===== config.mk =====
export PLATFORM = sky130hd
export DESIGN_NAME = euclidean_rhythm_generator
export DESIGN_NICKNAME = d
export VERILOG_FILES = /design/src/sv/erg_pkg.sv /design/src/sv/euclidean_rhythm_generator.sv
export SDC_FILE = /design/constraint.sdc
export NUM_CORES = 1
export LEC_CHECK = 0
export BUFFER_PORTS_ARGS = -buffer_cell sky130_fd_sc_hd__buf_4
export CORE_ASPECT_RATIO = 0.5
export CORE_UTILIZATION = 25
export DETAILED_ROUTE_END_ITERATION = 16
export PLACE_DENSITY = 0.42
export SLEW_MARGIN = 20
export SYNTH_ARGS = -nofsm -noshare
export SYNTH_HDL_FRONTEND = slang
export SYNTH_SLANG_ARGS = --single-unit

===== constraint.sdc =====
create_clock -name clk -period 13.34 [get_ports clk]
set_clock_uncertainty 0.2 [all_clocks]
set_input_delay 2.668 -clock clk [delete_from_list [all_inputs] [get_ports clk]]
set_output_delay 2.668 -clock clk [all_outputs]
set_load 0.01 [all_outputs]

===== src/sv/erg_pkg.sv =====
// Shared types and constants for the Euclidean rhythm generator.
package erg_pkg;

  // Largest step count that is expanded; longer requests give an all-rest pattern.
  localparam int unsigned MAX_STEPS = 32;

  // Width of the beat, step, quotient and remainder values.
  localparam int unsigned VAL_W     = 6;
  // Depth of the Euclid table. Values below 64 need at most about ten levels.
  localparam int unsigned LVL_N     = 16;
  localparam int unsigned LVL_W     = $clog2(LVL_N);
  // Output pattern width.
  localparam int unsigned PAT_W     = 32;
  // One quotient bit per divider cycle.
  localparam int unsigned DIV_STEPS = VAL_W;
  localparam int unsigned DIV_CNT_W = $clog2(DIV_STEPS);

  // Step codes shifted into the pattern.
  localparam logic BIT_REST = 1'b0;
  localparam logic BIT_BEAT = 1'b1;

  typedef logic [VAL_W-1:0] val_t;
  typedef logic [LVL_W-1:0] lvl_t;

  typedef enum logic [3:0] {
    ST_IDLE   = 4'b0001,
    ST_DIV    = 4'b0010,
    ST_TOP    = 4'b0100,
    ST_EXPAND = 4'b1000
  } state_t;

endpackage


===== src/sv/euclidean_rhythm_generator.sv =====
// Euclidean rhythm generator: Euclid table by a shared divider, then stack-free expansion.
//
//  channel | signals                      | transfer
//  --------+------------------------------+------------------------------------------
//  request | start, busy, beats, steps    | taken at an edge with start high, busy low
//  result  | done, pattern, too_many_beats| done high one cycle, taken at its end edge
//
// Sequence: beats above steps, zero beats or steps, or steps above MAX_STEPS answer in the
// next cycle. Otherwise the shared divider builds the Euclid table level by level, the
// top level is loaded, and the walker then emits steps, entering and leaving levels;
// done follows once the top level is finished. Reset: rst (synchronous) idles, drops done.
// Stalls: busy holds from acceptance to the result cycle; the receiver cannot stall.
module euclidean_rhythm_generator
  import erg_pkg::*;
(
  input  logic             clk,
  input  logic             rst,
  input  logic             start,
  output logic             busy,
  input  logic [VAL_W-1:0] beats,
  input  logic [VAL_W-1:0] steps,
  output logic             done,
  output logic [PAT_W-1:0] pattern,
  output logic             too_many_beats
);

  state_t state;

  // Euclid table: per level the repeat count of the level below and the remainder.
  val_t lvl_cnt [LVL_N];
  val_t lvl_rem [LVL_N];
  // Walker bookkeeping: children expanded, remainder child taken, calling level.
  val_t lvl_done  [LVL_N];
  logic lvl_rdone [LVL_N];
  lvl_t lvl_par   [LVL_N];

  // Table build registers.
  lvl_t lv;         // level being divided
  val_t dvsr;       // running dividend
  val_t cur_rem;    // remainder at level lv, the divisor of this division

  // Shared restoring divider.
  val_t                 dv_r;
  val_t                 dv_q;
  val_t                 dv_d;
  logic [DIV_CNT_W-1:0] dv_k;

  // Walker registers.
  lvl_t             cur;
  lvl_t             top;
  logic [PAT_W-1:0] acc;

  // Divider datapath: one trial subtract per cycle.
  logic [VAL_W:0] dv_trial;
  logic           dv_ge;
  val_t           dv_r_next;
  val_t           dv_q_next;
  logic           dv_last;

  // Walker decisions at the current level.
  logic has_child;
  logic take_rem;
  logic emit;
  logic emit_bit;
  logic descend;
  lvl_t child;

  // Request classification.
  logic req_over;
  logic req_empty;

  assign busy = (state != ST_IDLE);

  assign req_over  = (beats > steps);
  assign req_empty = (beats == '0) || (steps == '0) ||
                     ({1'b0, steps} > (VAL_W + 1)'(MAX_STEPS));

  always_comb begin
    dv_trial  = {dv_r, dv_q[VAL_W-1]};
    dv_ge     = (dv_trial >= {1'b0, dv_d});
    dv_r_next = dv_ge ? VAL_W'(dv_trial - {1'b0, dv_d}) : dv_trial[VAL_W-1:0];
    dv_q_next = {dv_q[VAL_W-2:0], dv_ge};
    dv_last   = (dv_k == DIV_CNT_W'(DIV_STEPS - 1));
  end

  // A level first repeats the level below lvl_cnt times, then, with a nonzero
  // remainder, appends the level two below. Levels below zero are single steps:
  // one below level zero is a rest, two below is a beat.
  always_comb begin
    has_child = (lvl_done[cur] != lvl_cnt[cur]);
    take_rem  = !has_child && (lvl_rem[cur] != '0) && !lvl_rdone[cur];
    emit      = (has_child && (cur == '0)) || (take_rem && (cur < LVL_W'(2)));
    emit_bit  = (take_rem && (cur == '0)) ? BIT_BEAT : BIT_REST;
    descend   = (has_child || take_rem) && !emit;
    child     = has_child ? LVL_W'(cur - LVL_W'(1)) : LVL_W'(cur - LVL_W'(2));
  end

  // Sequencer and control.
  always_ff @(posedge clk) begin
    if (rst) begin
      state <= ST_IDLE;
      done  <= 1'b0;
    end else begin
      done <= 1'b0;
      unique case (state)
        ST_IDLE: begin
          if (start) begin
            if (req_over || req_empty) begin
              // Answer at once; the pattern is all rests either way.
              done <= 1'b1;
            end else begin
              state <= ST_DIV;
            end
          end
        end
        ST_DIV: begin
          // Stop once the new remainder drops to one or zero.
          if (dv_last && (dv_r_next <= VAL_W'(1))) begin
            state <= ST_TOP;
          end
        end
        ST_TOP: begin
          state <= ST_EXPAND;
        end
        ST_EXPAND: begin
          if (!has_child && !take_rem && (cur == top)) begin
            state <= ST_IDLE;
            done  <= 1'b1;
          end
        end
        default: begin
          state <= ST_IDLE;
        end
      endcase
    end
  end

  // Datapath: table build, divider and walker.
  always_ff @(posedge clk) begin
    unique case (state)
      ST_IDLE: begin
        if (start) begin
          pattern        <= '0;
          too_many_beats <= req_over;
          acc            <= '0;
          lv             <= '0;
          dvsr           <= VAL_W'(steps - beats);
          cur_rem        <= beats;
          lvl_rem[0]     <= beats;
          dv_r           <= '0;
          dv_q           <= VAL_W'(steps - beats);
          dv_d           <= beats;
          dv_k           <= '0;
        end
      end
      ST_DIV: begin
        if (dv_last) begin
          // Store quotient and remainder, advance a level, reload the divider.
          lvl_cnt[lv]            <= dv_q_next;
          lvl_rem[lv + LVL_W'(1)] <= dv_r_next;
          lv                     <= lv + LVL_W'(1);
          dvsr                   <= cur_rem;
          cur_rem                <= dv_r_next;
          dv_r                   <= '0;
          dv_q                   <= cur_rem;
          dv_d                   <= dv_r_next;
          dv_k                   <= '0;
        end else begin
          dv_r <= dv_r_next;
          dv_q <= dv_q_next;
          dv_k <= dv_k + DIV_CNT_W'(1);
        end
      end
      ST_TOP: begin
        // The top level repeats the divisor of the last division.
        lvl_cnt[lv]   <= dvsr;
        lvl_done[lv]  <= '0;
        lvl_rdone[lv] <= 1'b0;
        cur           <= lv;
        top           <= lv;
      end
      ST_EXPAND: begin
        if (has_child) begin
          lvl_done[cur] <= lvl_done[cur] + VAL_W'(1);
        end
        if (take_rem) begin
          lvl_rdone[cur] <= 1'b1;
        end
        if (emit) begin
          acc <= {acc[PAT_W-2:0], emit_bit};
        end
        if (descend) begin
          lvl_done[child]  <= '0;
          lvl_rdone[child] <= 1'b0;
          lvl_par[child]   <= cur;
          cur              <= child;
        end else if (!has_child && !take_rem) begin
          if (cur == top) begin
            pattern <= acc;
          end else begin
            // Return to the calling level.
            cur <= lvl_par[cur];
          end
        end
      end
      default: begin
        acc <= acc;
      end
    endcase
  end

  // The result strobe only comes with the sequencer back at idle.
  assert property (@(posedge clk) disable iff (rst) done |-> !busy)
    else $error("result strobe while busy");

  // A request with more beats than steps answers next cycle with the flag and no beats.
  assert property (@(posedge clk) disable iff (rst)
    (start && !busy && (beats > steps)) |=> (done && too_many_beats && (pattern == '0)))
    else $error("too many beats not reported");

  // The divider never runs with a zero divisor.
  assert property (@(posedge clk) disable iff (rst) (state == ST_DIV) |-> (dv_d != '0))
    else $error("division by zero");

  // The walker never climbs above the top level.
  assert property (@(posedge clk) disable iff (rst) (state == ST_EXPAND) |-> (cur <= top))
    else $error("walker above top level");

  // A flagged result never carries beats.
  assert property (@(posedge clk) disable iff (rst)
    (done && too_many_beats) |-> (pattern == '0))
    else $error("flagged result with beats");

endmodule

==> qor.yml <==
yosysWarnings: 0
cp-start-kind: "register"
layout.cells.most_common_list: "360 x edfxtp_1, 194 x nor2_1, 129 x mux2i_1, 119 x dfxtp_1, 99 x nand2_1"
htree_levels: 2
tns_ps: 0
hpwl_mm: 38.2
relSlewSlack_pct: 22.3
hold_viol: 0
design_area_mm2: 0.0237
multi_input_comb_area_mm2: 0.00703
mappedNetlistArea_mm2: 0.0207
syn-num-nets: 1495
synthTopCellsByArea: "edfxtp_1 52%, dfxtp_1 12%, mux2i_1 6.2%, mux4_2 5.6%, nor2_1 3.6%"
pwr_density_cell_mw_per_mm2: 138
grt-ovfl-total: 0
post_drt_wl_per_cell_um: 21.6
ir_drop_mv: 0.0826
mostFrequentLayoutCell: "edfxtp_1"
fillers: 8238
viasPerCell: 4.61
core_region_area_mm2: 0.0818
seq_area_frac_synth_pct: 64.0
cts.path.max_buffers: 3
clkTransAtPathRegs_ps: 70
placed_area_mm2: 0.0223
die_area_mm2: 0.0839
cp_data_arrival_time_ps: 5920
synth_top_area_share_pct: 52.3
synthArstFlopShare_pct: 0
synth-seq-cells: 481
drt_wl_total_mm: 57.1
syn_avg_cell_area_um2: 14.2
outcome: "completed"
pin_count: 50
r2r_setup_slack_ps: 7420
setup_viol: 0
grt_use_total_pct: 13.5
hold_depth: 2
drtPass1Iterations: 11
crit_required_ps: 13340
worst_slew_pin_slew_ps: 1150
start_util_pct: 25.3
cp_max_fo: 48
hold_buffers: 0
power.total_mw: 3.27
synth_cells: 1455
clk_latency_ps: 600
drive_above_1_share_pct: 16.2
fmax_mhz: 169
die_y_um: 205
cts.sinks: 481
fin_crit_sh_pct: 44.4
grt_max_degree: 49
core.rowCount: 74
hold_path_class: "reg -> reg"
num_vias: 12200
grt_pass1_wl_mm: 84.2
die_w_um: 409
cts_tree: "yes"
cts_setup_buffers: 0
end_kind: "register"
cts_resized: 0
slew_violations: 0
antennaDiodeCount: 0
p_leak_nw: 8.44
reg2regPathDepth: 8
seq_area_mm2: 0.0132
synth-edff-count: 360
worst-setup-path-type: "reg -> reg"
gp_congestion: 0.815
grt_pass1_vias: 12200
area_growth_syn_to_layout_pct: 14.6
antenna_found_initial: 4
holdPathEnd: "lvl_rdone[12]"
synth_largest_area_cell: "edfxtp_1"
drcViolationCount: 0
hp-start: "lvl_rdone[12]"
worst_r2r_endpoint: "lvl_par[1][0]"
nNetsFinal: 1547
ant_nets: 0
post-route-min-period_ps: 5920
drv_cap: 0
rsz0062_at_grt: "false"
clockRootBuffer: "clkbuf_16"
portBuffers: 49
cts_buffers: 48
synth.distinct_cells: 79
synthFlopType: "edfxtp_1"
drt_iter0_drc: 881
## worst max-delay path by stage
stage	slack [ps]	cells past startpoint	to	start
2_1_floorplan	8540	12	state[2]	steps[0]
4_1_cts	7280	8	lvl_par[0][3]	register
3_5_place_dp	7330	8	lvl_par[0][3]	register
5_1_grt	7070	9	lvl_par[1][0]	register
3_3_place_gp	7330	8	lvl_par[6][0]	register
6_report	7420	8	lvl_par[1][0]	register
## cell usage after synthesis (all sizes together), types with 3 or more instances
cell type,n
nor4,36
or2,9
nand4,10
a22oi,9
nand2b,11
mux2,6
a221oi,14
nand3,16
nor3,7
a31oi,7
or4,4
inv,29
mux4,60
o31ai,8
ha,23
dfxtp,121
a21oi,37
o21a,3
nand2,99
and2,7
nor2b,11
clkbuf,30
o32ai,4
and3,35
mux2i,131
o21ai,52
nor2,199
nor3b,5
edfxtp,360
a21o,7
xnor2,14
a211oi,11
o211a,3
or3,3
and4,4
buf,34
xor2,6
## flip-flops by register name, summed over array words and instances, names as in the netlist, 3 cells and up, named ones only
register / flops
pattern: 32
lvl_done: 96
acc: 32
dv_k: 3
top: 4
lvl_rdone: 16
lvl_par: 64
lvl_rem: 96
dv_d: 6
dvsr: 6
dv_r: 6
cur: 4
lv: 4
dv_q: 6
lvl_cnt: 96
state: 4
## report_power, final
group	internal (mW)	total, mW	switching (mW)
registers	1.70	1.72	0.0254
clock network	0.712	1.30	0.586
logic	0.0740	0.251	0.177
total	2.48	3.27	0.789
## worst max-delay path: stages (launching register included)
cell and delay [ps]:
dfxtp_4 940, buf_4 830, mux4_1 690, mux4_2 570, xnor2_1 220, and3_1 390, nand3_4 280, mux2i_4 400
nor4_4 950
## layout make-up
cell class,instances,area share [%]
sequential,481,55.9
multi-input combinational,880,29.7
clock buffer,76,5.68
clock inverter,11,0.407
tap,1102,5.82
timing repair buffer,66,2.09
inverter,30,0.475
## cell families (layout without fill, tap and decap cells)
family	Yosys count	after routing	share of synthesized area, %
DFF	481	481	64.0
and+or+nand+nor	460	460	11.6
muxes	197	197	13.5
AOI/OAI and AO/OA	178	178	6.22
buffers and inverters	94	183	2.26
adders and majority gates	25	25	1.59
xor gates and xnor gates	20	20	0.847
## metrics by stage
stage	cells	setup slack, ps	hold slack [ps]	utilization (%)
2_1_floorplan	1455	8540	224	-
3_3_place_gp	2559	7330	269	27.2
3_5_place_dp	2559	7330	273	27.2
4_1_cts	2646	7280	283	29.0
5_1_grt	2646	7070	315	29.0
6_report	2646	7420	279	29.0
## metal layers
layer  up-vias  routed length (µm)  GRT usage, %
met4         4                1280          4.09
met5         -                  27             0
met3        79                2790          2.81
met1      6225               28000          19.3
met2       241               25000          20.5
li1       5650                   -             -
Note: power is estimated with default switching activity, not from simulation.
